===== config.mk =====
export PLATFORM = sky130hd
export DESIGN_NAME = ebrr_div
export DESIGN_NICKNAME = d
export VERILOG_FILES = /design/src/design/echo_batch_robust_range_unit_assert.svh /design/src/design/ebrr_pkg.sv /design/src/design/ebrr_div.sv
export SDC_FILE = /design/constraint.sdc
export NUM_CORES = 1
export LEC_CHECK = 0
export BUFFER_PORTS_ARGS = -buffer_cell sky130_fd_sc_hd__buf_2
export CORE_ASPECT_RATIO = 1.4
export CORE_UTILIZATION = 36
export CTS_CLUSTER_SIZE = 16
export DETAILED_ROUTE_END_ITERATION = 10
export SLEW_MARGIN = 20
export SYNTH_ARGS = -nofsm -noshare
export SYNTH_HDL_FRONTEND = slang
export SYNTH_SLANG_ARGS = --single-unit

===== constraint.sdc =====
create_clock -name clk -period 7.05 [get_ports clk]
set_clock_uncertainty 0.05 [all_clocks]
set_input_delay 0.3525 -clock clk [delete_from_list [all_inputs] [get_ports clk]]
set_output_delay 0.3525 -clock clk [all_outputs]
set_load 0.02 [all_outputs]

===== src/design/echo_batch_robust_range_unit_assert.svh =====
// Assertion macros for the echo batch range unit.
// Expects signals named clk and arst_n in the scope where a macro is used.
`ifndef ECHO_BATCH_ROBUST_RANGE_UNIT_ASSERT_SVH
`define ECHO_BATCH_ROBUST_RANGE_UNIT_ASSERT_SVH

// Same-cycle implication.
`define EBRR_ASSERT_IMP(lbl, ante, cons) \
	lbl: assert property (@(posedge clk) disable iff (!arst_n) (ante) |-> (cons)) \
		else $error("ebrr: same-cycle check failed");

// Next-cycle implication.
`define EBRR_ASSERT_NEXT(lbl, ante, cons) \
	lbl: assert property (@(posedge clk) disable iff (!arst_n) (ante) |=> (cons)) \
		else $error("ebrr: next-cycle check failed");

`endif


===== src/design/ebrr_pkg.sv =====
// Shared constants and types for the echo batch range unit.
// No dependencies; used by every module of the block.
`default_nettype none

package ebrr_pkg;

	localparam int ECHO_W   = 17;
	localparam int DIST_W   = 12;
	localparam int BS_W     = 7;
	localparam int TRIM_W   = 5;
	localparam int SPD_W    = 8;
	localparam int CFG_IDX_W = 2;
	localparam int CFG_DAT_W = 8;

	// bin = echo / 10 via reciprocal, exact for all 17-bit values
	localparam int BIN_W       = 14;
	localparam int DIV10_MUL_W = 20;
	localparam logic [DIV10_MUL_W-1:0] DIV10_MUL = 20'd838861;
	localparam int DIV10_SHIFT = 23;

	// quotient bits: one above the saturation limit
	localparam int QUO_W = DIST_W + 1;
	localparam logic [DIST_W-1:0] DIST_MAX = 12'd4095;

	localparam int MAX_BATCH_DEF  = 64;
	localparam int RANGE_BINS_DEF = 10000;

	localparam logic [BS_W-1:0]   BATCH_SIZE_RST = 7'd50;
	localparam logic [TRIM_W-1:0] TRIM_RST       = 5'd2;
	localparam logic [SPD_W-1:0]  SPEED_DIV_RST  = 8'd58;

	localparam logic [CFG_IDX_W-1:0] REG_BATCH_SIZE = 2'd0;
	localparam logic [CFG_IDX_W-1:0] REG_TRIM_COUNT = 2'd1;
	localparam logic [CFG_IDX_W-1:0] REG_SPEED_DIV  = 2'd2;

	typedef struct packed {
		logic              insert;
		logic              rotate;
		logic [ECHO_W-1:0] new_val;
	} ebrr_cell_ctl_t;

endpackage

`default_nettype wire


===== src/design/ebrr_div.sv =====
// Restoring divider, one quotient bit per cycle, QUO_W bits.
// Depends on ebrr_pkg. Caller keeps den below 2**(NW-QUO_W+1).
`default_nettype none

module ebrr_div #(
	parameter int NW = 36
) (
	input  wire logic          clk,
	input  wire logic          arst_n,
	input  wire logic          start,
	input  wire logic [NW-1:0] num,
	input  wire logic [NW-1:0] den,
	output logic               done,
	output logic [ebrr_pkg::QUO_W-1:0] quo
);
	import ebrr_pkg::*;

	localparam int STW = $clog2(QUO_W);
	localparam logic [STW-1:0] LAST_STEP = STW'(QUO_W - 1);

	logic              busy_q;
	logic              done_q;
	logic [STW-1:0]    step_q;
	logic [NW-1:0]     rem_q;
	logic [NW-1:0]     dsh_q;
	logic [QUO_W-1:0]  quo_q;
	logic              ge;

	assign ge   = rem_q >= dsh_q;
	assign done = done_q;
	assign quo  = quo_q;

	always_ff @(posedge clk or negedge arst_n) begin
		if (!arst_n) begin
			busy_q <= 1'b0;
			done_q <= 1'b0;
			step_q <= '0;
		end else begin
			done_q <= 1'b0;
			if (start) begin
				busy_q <= 1'b1;
				step_q <= '0;
			end else if (busy_q) begin
				step_q <= step_q + STW'(1);
				if (step_q == LAST_STEP) begin
					busy_q <= 1'b0;
					done_q <= 1'b1;
				end
			end
		end
	end

	always_ff @(posedge clk) begin
		if (start) begin
			rem_q <= num;
			dsh_q <= den << (QUO_W - 1);
			quo_q <= '0;
		end else if (busy_q) begin
			if (ge) begin
				rem_q <= rem_q - dsh_q;
			end
			dsh_q <= dsh_q >> 1;
			quo_q <= {quo_q[QUO_W-2:0], ge};
		end
	end

endmodule

`default_nettype wire


==> flow_metrics.tcl <==
set metrics [dict create \
    drt_iter0_drc 321 \
    initial_core_util_pct 37.1 \
    ys_warn_count 0 \
    synthTopCellsByArea "edfxtp_1 (31%), dfxtp_1 (8.6%), ha_1 (8.1%), nand2_1 (7.3%), o21ai_0 (6.3%)" \
    wl_met1_microns 6030 \
    routabilityCongestion 0.921 \
    setup_tns_ps 0 \
    synth_cell_types 58 \
    chipHeight_microns 153 \
    syn_area_per_cell_sq_um 8.95 \
    highest-signal-layer "met4" \
    worstRegToRegCells 13 \
    post-route-period-util_pct 56.6 \
    yosysMostFrequentCell "nand2_1" \
    fp.dieW_microns 110 \
    synth_top_area_share_pct 30.9 \
    cp_slowest_cell "a31oi_1" \
    min_path_type "input pin to register" \
    drive_gt1_share_pct 15.5 \
    holdWs_ps 226 \
    fin_crit_ps 3990 \
    relSlewSlack_pct 49.2 \
    synthAdderAreaFrac_pct 8.49 \
    startpoint_type "register" \
    met2_length_microns 7170 \
    yosysSeqAreaShare_pct 42.0 \
    synth_top_area_cell "edfxtp_1" \
    root_buffer "clkbuf_16" \
    grt_pass1_wl_microns 23300 \
    grt_usage_pct 17.7 \
    critical_path_class "register to register" \
    multi_input_area_sq_um 3110 \
    hold_path_depth 3 \
    cts_tree "done" \
    insertion_delay_ps 360 \
    syn_inst 652 \
    io_pins 89 \
    cts_max_level 3 \
    dieArea_sq_um 16700 \
    diodes 0 \
    std_cell_rows 54 \
    synthArstFlopShare_pct 6.59 \
    clock_sinks 91 \
    synth_compound_area_share_pct 19.4 \
    grt_start_max_net_pins 79 \
    outcome "finished, final reports clean" \
    regArea_sq_um 2450 \
    synth_edf_count 60 \
    path_max_fanout 23 \
    slowest_delay_ps 420 \
    drc 0 \
    portBuffers 76 \
    area_growth_pct 14.9 \
    cts_buffer_depth 2 \
    fill_cells 1589 \
    grt_pass1_vias 4809 \
    slew_viol_final 0 \
    synthFlopType "edfxtp_1" \
    worst_ep_arrival_time_ps 4010 \
    met3_length_microns 604 \
    cts.clk_slew.worst_paths_ps 70 \
    min_from "num[8]" \
    r2r-end "rem_q[21]$_DFFE_PP_" \
    synth_top_family_by_area "compound AO/OA/AOI/OAI gates" \
    synth_xor_area_share_pct 5.25 \
    fmax_mhz 251 \
    setup_viol 0 \
    cap_violations 0 \
    tightestPinTransition_ps 762 \
    wirelength_microns 14100 \
    yosys.area_share.simple_pct 15.2 \
    p_leak_uw 0.00308 \
    hold_viol_final 0 \
    ant_nets 0 \
    synth_mux_area_share_pct 4.82 \
    vias 4783 \
    cp_cell_sequence "inv_1 -> ha_1 -> inv_1 -> fa_1 -> a21o_1 -> a221o_2 -> a22oi_1 -> a31oi_1 -> o31ai_2 -> o221ai_1 -> a31oi_1 -> a21boi_4 -> buf_4" \
    grt_antenna_before_repair 0 \
    worst_ep_required_time_ps 7080 \
    synth_area_sq_um 5840 \
    postCtsSetupBuffers 0 \
    dr.pass1.iters 5 \
    synth_nets 766 \
    viasPerCell 5.24 \
    cp-startpoint "rem_q[0]$_DFFE_PP_" \
    cellPowerDensity_nw_per_um2 410 \
    ys_ff_latch 91 \
    critPathCaptureType "register" \
    core-area_sq_um 15700 \
    rsz0062_at_grt "no" \
    min_to "rem_q[8]$_DFFE_PP_" \
    numCtsBuffers 9 \
    reg2reg_setup_slack_ps 3060 \
    wl_per_cell_microns 15.4 \
    regToRegStartpoint "rem_q[0]$_DFFE_PP_" \
    grt-ovfl-total 0 \
    synthTopCellsByCount "nand2_1 (114), o21ai_0 (73), edfxtp_1 (60), nor2_1 (46), inv_1 (45)" \
    dp_hpwl_microns 10300 \
    final_nets 826 \
    ir_worst_vdd_uv 118 \
]
==> repair_timing <==
item / CTS / global route
hold endpoints to repair: 6 / 0
hold buffers: 1 / 0
resized for setup: 0 / 0
==> cells by family after synthesis <==
kind of cell               Yosys count
adders and majority gates           39
buffers and inverters               76
muxes                               28
AOI/OAI and AO/OA                  176
DFF                                 91
and+or+nand+nor                    207
xor gates and xnor gates            35
==> worst max-delay path by stage <==
stage | end | slack, ps | depth (start not counted)
6_report | rem_q[21]$_DFFE_PP_ | 3060 | 13
5_1_grt | rem_q[13]$_DFFE_PP_ | 2850 | 13
4_1_cts | rem_q[13]$_DFFE_PP_ | 3100 | 13
3_5_place_dp | rem_q[0]$_DFFE_PP_ | 3130 | 13
3_3_place_gp | rem_q[9]$_DFFE_PP_ | 3200 | 13
2_1_floorplan | rem_q[0]$_DFFE_PP_ | 1890 | 9
==> sequential cells by signal, indices dropped and copies added (netlist names) <==
name	cells
quo	13
busy_q	1
done	1
step_q	4
dsh_q	36
rem_q	36
==> through the flow <==
| step | instances | setup WS, ps | area (sq um) | power [uW] | util [%] |
|---|---|---|---|---|---|
| after floorplan | 652 | 1890 | 5840 | 1900 | - |
| after detailed placement | 896 | 3130 | 6380 | 2230 | 40.6 |
| after global routing | 913 | 2850 | 6710 | 2960 | 42.6 |
| after global placement | 896 | 3200 | 6380 | 2200 | 40.6 |
| after CTS | 913 | 3100 | 6710 | 2760 | 42.6 |
| final | 913 | 3060 | 6710 | 2750 | 42.6 |
==> layout by cell type (no fill, tap or decap), types with 7 or more instances in the layout <==
cell type  synthesis  layout
nand4_1            7       7
o21ai_0           73      73
mux2i_1           27      27
dfxtp_1           25      25
nand2_1          114     114
edfxtp_1          60      60
a21oi_1           35      35
xnor2_1           21      21
ha_1              38      38
inv_1             45      45
buf_2              0      75
clkbuf_16          0      11
xor2_1            14      14
nand3_1           10      10
a21o_1            19      19
nor2_1            46      46
==> worst max-delay path, delay by kind of cell, from the launching register on <==
family | cells | cell delay, ps
flops | 1 | 360
compound gates | 8 | 2280
buf+inv | 3 | 430
fa+ha+maj | 2 | 570
==> report_power, final <==
group / switching [uW] / leakage (uW) / internal [uW]
clock network: 221 / 0.000154 / 287
registers: 50.7 / 0.000916 / 754
logic: 860 / 0.00201 / 576
==> metal layers <==
| metal | up-vias | GRT usage (%) |
|---|---|---|
| met5 | - | 0 |
| met4 | 0 | 5.97 |
| met3 | 23 | 4.11 |
| met2 | 116 | 30.8 |
| met1 | 2225 | 21.0 |
| li1 | 2419 | - |
==> layout make-up <==
type	count	share of cell area, %
clock buffer	12	4.16
multi-input combinational	485	46.4
tap	196	3.66
clock inverter	4	0.522
sequential	91	36.6
inverter	45	2.52
timing repair buffer	80	6.19
Power figures use the tool's default switching activity.
