--- src/design/echo_batch_robust_range_unit_assert.svh ---
// Assertion macros for the echo batch range unit.
// Expects signals named clk and arst_n in the scope where a macro is used.
`ifndef ECHO_BATCH_ROBUST_RANGE_UNIT_ASSERT_SVH
`define ECHO_BATCH_ROBUST_RANGE_UNIT_ASSERT_SVH

// Same-cycle implication.
`define EBRR_ASSERT_IMP(lbl, ante, cons) \
	lbl: assert property (@(posedge clk) disable iff (!arst_n) (ante) |-> (cons)) \
		else $error("ebrr: same-cycle check failed");

// Next-cycle implication.
`define EBRR_ASSERT_NEXT(lbl, ante, cons) \
	lbl: assert property (@(posedge clk) disable iff (!arst_n) (ante) |=> (cons)) \
		else $error("ebrr: next-cycle check failed");

`endif

--- src/design/ebrr_pkg.sv ---
// Shared constants and types for the echo batch range unit.
// No dependencies; used by every module of the block.
`default_nettype none

package ebrr_pkg;

	localparam int ECHO_W   = 17;
	localparam int DIST_W   = 12;
	localparam int BS_W     = 7;
	localparam int TRIM_W   = 5;
	localparam int SPD_W    = 8;
	localparam int CFG_IDX_W = 2;
	localparam int CFG_DAT_W = 8;

	// bin = echo / 10 via reciprocal, exact for all 17-bit values
	localparam int BIN_W       = 14;
	localparam int DIV10_MUL_W = 20;
	localparam logic [DIV10_MUL_W-1:0] DIV10_MUL = 20'd838861;
	localparam int DIV10_SHIFT = 23;

	// quotient bits: one above the saturation limit
	localparam int QUO_W = DIST_W + 1;
	localparam logic [DIST_W-1:0] DIST_MAX = 12'd4095;

	localparam int MAX_BATCH_DEF  = 64;
	localparam int RANGE_BINS_DEF = 10000;

	localparam logic [BS_W-1:0]   BATCH_SIZE_RST = 7'd50;
	localparam logic [TRIM_W-1:0] TRIM_RST       = 5'd2;
	localparam logic [SPD_W-1:0]  SPEED_DIV_RST  = 8'd58;

	localparam logic [CFG_IDX_W-1:0] REG_BATCH_SIZE = 2'd0;
	localparam logic [CFG_IDX_W-1:0] REG_TRIM_COUNT = 2'd1;
	localparam logic [CFG_IDX_W-1:0] REG_SPEED_DIV  = 2'd2;

	typedef struct packed {
		logic              insert;
		logic              rotate;
		logic [ECHO_W-1:0] new_val;
	} ebrr_cell_ctl_t;

endpackage

`default_nettype wire

--- src/design/ebrr_cell.sv ---
// One cell of the sorting chain: holds one sample, inserts in order or rotates.
// Depends on ebrr_pkg.
`default_nettype none

module ebrr_cell (
	input  wire logic                    clk,
	input  wire ebrr_pkg::ebrr_cell_ctl_t ctl,
	input  wire logic                    occ,
	input  wire logic [ebrr_pkg::ECHO_W-1:0] left_val,
	input  wire logic                    left_gt,
	input  wire logic [ebrr_pkg::ECHO_W-1:0] right_val,
	output logic      [ebrr_pkg::ECHO_W-1:0] val,
	output logic                         gt
);
	import ebrr_pkg::*;

	logic [ECHO_W-1:0] val_q;

	assign val = val_q;
	assign gt  = occ && (val_q > ctl.new_val);

	// left neighbor moving up wins; the insertion point takes the new sample
	always_ff @(posedge clk) begin
		if (ctl.insert) begin
			if (left_gt) begin
				val_q <= left_val;
			end else if (gt || !occ) begin
				val_q <= ctl.new_val;
			end
		end else if (ctl.rotate) begin
			val_q <= right_val;
		end
	end

endmodule

`default_nettype wire

--- config.mk ---
export PLATFORM = sky130hd
export DESIGN_NAME = ebrr_cell
export DESIGN_NICKNAME = d
export VERILOG_FILES = /design/src/design/echo_batch_robust_range_unit_assert.svh /design/src/design/ebrr_pkg.sv /design/src/design/ebrr_cell.sv
export SDC_FILE = /design/constraint.sdc
export NUM_CORES = 1
export LEC_CHECK = 0
export BUFFER_PORTS_ARGS = -buffer_cell sky130_fd_sc_hd__buf_2
export CAP_MARGIN = 20
export CELL_PAD_IN_SITES_DETAIL_PLACEMENT = 0
export CELL_PAD_IN_SITES_GLOBAL_PLACEMENT = 1
export CORE_MARGIN = 1
export CORE_UTILIZATION = 25
export DETAILED_ROUTE_END_ITERATION = 16
export PLACE_DENSITY_LB_ADDON = 0.15
export SYNTH_ARGS = -nofsm -noshare
export SYNTH_HDL_FRONTEND = slang
export SYNTH_SLANG_ARGS = --single-unit
--- constraint.sdc ---
create_clock -name clk -period 2.2 [get_ports clk]
set_input_delay 0.11 -clock clk [delete_from_list [all_inputs] [get_ports clk]]
set_output_delay 0.11 -clock clk [all_outputs]
set_load 0.02 [all_outputs]
==> flow_summary.ini, run 1 <==
[yosys]
yosysMostFrequentCell = a21oi_1
ys_top_cells_by_area = edfxtp_1 39%, ha_1 16%, mux2i_1 13%
synth_top_area_share_pct = 39.0
synth_edf_count = 17
yosysWarnings = 0
syn_nets = 211
postSynthCellCount = 138
synth-seq-area-share_pct = 39.0
synth_top_area_cell = edfxtp_1
synthTopCellsByCount = 24 x a21oi_1, 19 x inv_1, 18 x nor2_1
async_flop_share_pct = 0
synth.distinct_cells = 22
synth_seq_cells = 17
synth_area_sq_mm = 0.00131
avgSynthCellArea_sq_um = 9.47
ys.flop_type = edfxtp_1

[finish]
largest_reg_flops = 17
final_net_count = 287
area_growth_pct = 40.3
instances_no_fill = 280
final_cell_area_sq_mm = 0.00183
fill_cells = 523
diodes = 0
fin_util_pct = 37.6
ff_latch_area_sq_um = 510
multi_input_area_sq_um = 726
drive_above_1_share_pct = 39.4

[clock_network]
cts_sinks = 17
cts_buffers = 3
clock_path_buffers = 2
clk_pin_slew_worst_paths_ps = 70
cts_tree = yes
insertion_delay_ps = 260
cts_hold_buf = 0
htree_levels = 1
root_buffer = clkbuf_8

[route]
initialDrtViolationCount = 22
wl_per_cell_um = 12.1
drc_errors = 0
vias_per_cell = 4.29
firstDrtPassIters = 2
wl_mm = 3.38
ant_nets = 0
num_vias = 1200

[placement]
io_buffers = 73
dp_cells = 274
dpl_cell_area_sq_mm = 0.00176
dp_slack_ps = -21.2
gp_congestion = 0.697
hpwlAfterDp_mm = 2.75

[global_routing]
antenna_found_initial = 0
grt_pass1_wl_mm = 5.16
grt_usage_pct = 12.6
first_global_vias = 1172
grt_overflow = 0
grt_start_max_net_pins = 21

[setup_path]
r2r_setup_slack_ps = 60
cp_max_fo = 3
worstPathRequired_ps = 2090
critical_path_class = flip-flop to primary output
setup.worst_path.end_class = primary output
critPathLaunchType = flip-flop
cp.arrival_ps = 2090

[sta]
max-slew-margin-rel_pct = 77.9
final.setup_skew_ps = 1.74
min_period_ps = 2200
period_share_pct = 100
rsz0062_at_grt = true
max_freq_ghz = 0.454
setup_viol = 1
drv_slew = 0
worst-slew-pin-transition_ps = 332
layout_setup_ws_ps = -1.77
hold_ws_ps = 163
hold_viol_final = 0

[outcome]
status = complete, but fails checks
violations = setup timing

[die]
die_w_um = 74.3
num_rows = 25
core_area_sq_mm = 0.00488
die-area_sq_mm = 0.00552
die_y_um = 74.3
start_util_pct = 26.8
io_pins = 74

[pwr]
p_leak_nw = 0.955
ir_worst_vdd_mv = 0.173
power.density_cell_area_mw_per_mm2 = 545

[run]
max_cap_violations = 0

[min_path]
hold_class = input pin to flip-flop
area by class of cell:
| type | instances | area share (%) |
|---|---|---|
| multi-input combinational | 96 | 39.6 |
| sequential | 17 | 27.8 |
| timing repair buffer | 77 | 21.7 |
| tap | 67 | 4.57 |
| inverter | 19 | 3.89 |
| clock buffer | 4 | 2.46 |
metal layers:
metal	track usage, %	wire length [um]	vias to the layer above
li1	-	-	642
met5	0	0	-
met2	22.8	1660	36
met4	5.03	53	0
met1	14.3	1460	517
met3	2.57	203	5
worst max-delay path, stage by stage (launching register included):
cell      delay (ps)
edfxtp_1         420
ha_4             290
nand4_1          110
nor4_2           330
a21boi_2         210
a211o_1          140
and3_1           180
buf_4            150
timing repair:
action / CTS / global route
setup endpoints to repair: 18 / 18
pin swaps: 1 / 3
resized for setup: 0 / 3
endpoints found under the hold margin: 0 / 0
buffers inserted: 0 / 2
path summary, 6_finish.rpt:
path	from	endpoint	cells after the start
worst max register to register	val[12]	val[6]	6
worst min register to register	val[1]	val[15]	3
worst max-delay path	val[12]	gt	7
worst min-delay path	right_val[3]	val[3]	3
kinds of logic (layout without fill, tap and decap cells):
family / count (synthesis) / after routing / synth area share (%)
buf+inv: 25 / 100 / 7.37
fa+ha+maj: 17 / 17 / 16.3
mux: 17 / 17 / 13.0
compound gates: 33 / 33 / 14.2
simple gates: 29 / 29 / 10.1
flops: 17 / 17 / 39.0
report_power, final:
| part | total [mW] | switching, mW | internal, mW |
|---|---|---|---|
| clock network | 0.243 | 0.114 | 0.129 |
| registers | 0.422 | 0.0184 | 0.404 |
| logic | 0.333 | 0.187 | 0.146 |
cell usage in the layout, fill, tap and decap left out, types with 2 or more instances in the layout:
cell	Yosys	final
buf_2	2	72
edfxtp_1	17	17
inv_1	19	19
ha_1	17	16
clkbuf_8	0	3
mux2i_1	17	17
and3_1	2	2
o21ai_0	2	2
nor2_1	18	18
buf_4	0	5
a21oi_1	24	24
nand2_1	4	4
nand4_1	3	3
per-stage QoR:
step           power [mW]  setup TNS, ps
2_1_floorplan       0.629              0
3_3_place_gp        0.756              0
3_5_place_dp        0.760           -351
4_1_cts             0.995              0
5_1_grt              1.06           -842
6_report            0.999          -1.77
Power figures use the tool's default switching activity.
==> run 2, diff against run 1 <==
- SETUP_SLACK_MARGIN: unset -> 0.1
- SLEW_MARGIN: unset -> 10
==> flow_summary.ini, run 2 (synthesized netlist as in run 1, its figures left out) <==
[outcome]
status = complete, no violations

[finish]
instances_no_fill = 282
multi_input_area_sq_um = 798
diodes = 0
largest_reg_flops = 17
final_net_count = 289
fin_util_pct = 39.3
ff_latch_area_sq_um = 510
fill_cells = 514
final_common_cell = buf_2
drive_above_1_share_pct = 42.3
area_growth_pct = 46.7
final_cell_mix = 72 x buf_2, 24 x a21oi_1, 19 x inv_1, 18 x nor2_1

[setup_path]
cp_max_fo = 3
critPathLaunchType = flip-flop
path_cells = ha_4, nand4_1, nor4_4, a21boi_2, a211o_1, and3_4, buf_6
cp.arrival_ps = 2070
setup.worst_path.end_class = primary output
worstPathRequired_ps = 2090
cp_slowest_stage_delay_ps = 430
critical_path_class = flip-flop to primary output
crit_slowest_cell = edfxtp_1

[global_routing]
grt_overflow = 0
grt_usage_pct = 13.0
antenna_found_initial = 0
grt_start_max_net_pins = 21
grt_pass1_wl_mm = 5.43
first_global_vias = 1227

[route]
wl_per_cell_um = 13.1
initialDrtViolationCount = 25
wl_mm = 3.69
drc_errors = 0
num_vias = 1266
ant_nets = 0
vias_per_cell = 4.49
firstDrtPassIters = 4

[sta]
rsz0062_at_grt = true
tns_ps = 0
min_period_ps = 2180
setup_viol = 0
max-slew-margin-rel_pct = 75.3
max_freq_ghz = 0.459
worst-slew-pin-transition_ps = 371
drv_slew = 0
period_share_pct = 99.1
hold_viol_final = 0
final.setup_skew_ps = 1.99

[clock_network]
clk_pin_slew_worst_paths_ps = 70
cts_buffers = 3
root_buffer = clkbuf_8
cts_tree = yes
htree_levels = 1
cts_sinks = 17
clock_path_buffers = 2
insertion_delay_ps = 250

[run]
max_cap_violations = 0

[placement]
gp_congestion = 0.662
io_buffers = 73
dp_cells = 274
hpwlAfterDp_mm = 2.91

[min_path]
hold_class = input pin to flip-flop

[pwr]
ir_worst_vdd_mv = 0.165
power.density_cell_area_mw_per_mm2 = 536
p_leak_nw = 0.971
p_total_mw = 1.03

[die]
start_util_pct = 26.8
die_w_um = 74.3
die_y_um = 74.3
core_area_sq_mm = 0.00488
io_pins = 74
num_rows = 25
die-area_sq_mm = 0.00552
[run 2: final cells by class]
cell class | count | area share (%)
tap | 67 | 4.37
clock buffer | 4 | 2.35
sequential | 17 | 26.6
timing repair buffer | 78 | 21.3
multi-input combinational | 97 | 41.6
inverter | 19 | 3.72
[run 2: power by group]
part | internal, mW | switching (mW) | leakage, nW | total, mW
registers | 0.404 | 0.0230 | 0.169 | 0.427
clock network | 0.128 | 0.108 | 0.0228 | 0.236
logic | 0.165 | 0.200 | 0.779 | 0.365
[run 2: critical path, delay by kind of cell (launching register included)]
family / cells / cell delay [ps]
flops: 1 / 430
simple gates: 3 / 600
buf+inv: 1 / 110
compound gates: 2 / 370
fa+ha+maj: 1 / 300
[run 2: layer usage]
metal / routed length (um) / track usage, % / share of wire [%]
met1: 1600 / 16.4 / 43
met2: 1850 / 22.6 / 50
met3: 224 / 2.71 / 6.1
met4: 19 / 3.77 / 0.52
met5: 0 / 0 / 0
[run 2: worst paths after layout]
check               start       to  slack (ps)  cells after the start
min          right_val[2]   val[2]         170                      3
min reg2reg        val[1]  val[12]        1170                      3
max               val[10]       gt          20                      7
max reg2reg       val[10]  val[15]          80                      6
[run 2: timing repair]
action	in CTS	in global routing
setup endpoints to repair	18	18
resized for setup	6	3
pin swaps	6	5
gates cloned	0	1
buffers inserted	2	1
hold buffers	0	0
[run 2: metrics by stage]
step                      setup slack, ps  hold WS (ps)  area [sq um]
after global routing                -95.0           185          1920
after global placement                128           436          1770
after detailed placement             53.0           431          1770
after floorplan                       125           336          1330
after CTS                            22.3           167          1870
final                                19.9           173          1920
==> run 3, diff against run 2 <==
- CORE_UTILIZATION: 25 -> 31
==> flow_summary.ini, run 3 (synthesized netlist as in run 1, its figures left out) <==
[finish]
fill_cells = 422
instances_no_fill = 264
area_growth_pct = 42.7
final_net_count = 288
final_common_cell = buf_2
final_cell_area_sq_mm = 0.00187
drive_above_1_share_pct = 40.7
diodes = 0
largest_reg_flops = 17
final_cell_mix = 72 x buf_2, 23 x a21oi_1, 19 x inv_1, 18 x nor2_1

[global_routing]
first_global_vias = 1161
antenna_found_initial = 0
grt_start_max_net_pins = 21
grt_usage_pct = 14.2
grt_pass1_wl_mm = 4.74
grt_overflow = 0

[die]
die_y_um = 66.9
start_util_pct = 32.5
io_pins = 74
die_w_um = 66.9
core_area_sq_mm = 0.00403
die-area_sq_mm = 0.00448
num_rows = 23

[route]
initialDrtViolationCount = 26
wl_mm = 3.05
firstDrtPassIters = 4
vias_per_cell = 4.63
ant_nets = 0
wl_per_cell_um = 11.5
num_vias = 1222
drc_errors = 0

[setup_path]
critPathLaunchType = flip-flop
path_cells = ha_1, nand4_1, nor4_2, a21boi_2, a211o_1, and3_1, buf_6
crit_slowest_cell = edfxtp_1
critPathTopFamily = simple AND/OR/NAND/NOR gates
setup.worst_path.end_class = primary output
critical_path_class = flip-flop to primary output
cp_slowest_stage_delay_ps = 400
cp_max_fo = 3
worstPathRequired_ps = 2090
cp.arrival_ps = 2050
crit_buf_inv = 1

[clock_network]
cts_tree = yes
cts_sinks = 17
clk_pin_slew_worst_paths_ps = 70
insertion_delay_ps = 250
clock_path_buffers = 2
htree_levels = 1
root_buffer = clkbuf_8
cts_buffers = 3

[placement]
dp_cells = 257
io_buffers = 73
dpl_cell_area_sq_mm = 0.00175
gp_congestion = 0.698
hpwlAfterDp_mm = 2.53

[sta]
setup_viol = 0
max_freq_ghz = 0.464
final.setup_skew_ps = 3.04
period_share_pct = 98.0
max-slew-margin-rel_pct = 77.6
tns_ps = 0
hold_ws_ps = 171
rsz0062_at_grt = true
hold_viol_final = 0
drv_slew = 0
worst-slew-pin-transition_ps = 336
min_period_ps = 2160

[pwr]
p_total_mw = 1.01
power.density_cell_area_mw_per_mm2 = 542
p_leak_nw = 0.970
ir_worst_vdd_mv = 0.369

[outcome]
status = complete, no violations

[min_path]
hold_class = input pin to flip-flop

[run]
max_cap_violations = 0
-- run 3: cell types whose count changed in the layout (fill, tap and decap cells not counted), sizes merged --
cell,previous run,this run
a31o,2,1
-- run 3: repair_timing --
action	4_1_cts	5_1_grt
hold buffers	0	0
cloned	0	0
buffers inserted	2	1
pin swaps	1	3
gates resized for setup	1	4
setup endpoints to repair	18	18
endpoints found under the hold margin	0	0
-- run 3: layout make-up --
cell class	instances	area [sq um]	area share, %
multi-input cells	96	742	39.8
flip-flops and latches	17	510	27.4
repair buffers	78	434	23.3
inverters	19	71.3	3.82
well taps	50	62.6	3.35
clock buffers	4	45.0	2.41
-- run 3: report_power, final --
| group | total [mW] | switching (mW) | internal, mW |
|---|---|---|---|
| Combinational | 0.352 | 0.189 | 0.163 |
| Clock | 0.235 | 0.106 | 0.129 |
| Sequential | 0.424 | 0.0202 | 0.404 |
-- run 3: per-stage QoR --
| step | util, % | setup slack [ps] |
|---|---|---|
| floorplan | - | 125 |
| global placement | 43.4 | 143 |
| detailed placement | 43.4 | 91.7 |
| CTS | 45.6 | 50.1 |
| global route | 46.3 | -92.4 |
| finish | 46.3 | 44.1 |
-- run 3: layer usage --
metal	part of all wire [%]	vias to the layer above	track usage, %
met5	0	-	0
met4	1.1	0	3.99
met3	6.7	4	4.28
met2	51	43	26.3
met1	41	530	15.4
li1	-	645	-
-- run 3: path summary, 6_finish.rpt --
check,startpoint,end,slack (ps),cells after the start
worst max-delay path,val[12],gt,40,7
worst min-delay path,right_val[4],val[4],170,3
worst max register to register,val[12],val[7],110,7
worst min register to register,val[1],val[16],1150,4
-- run 3: worst register-to-register path, delay by kind of cell, from the launching register on --
kind	cells	cell delay, ps
compound gates	3	510
simple gates	2	440
flops	1	400
fa+ha+maj	1	330
buf+inv	1	130
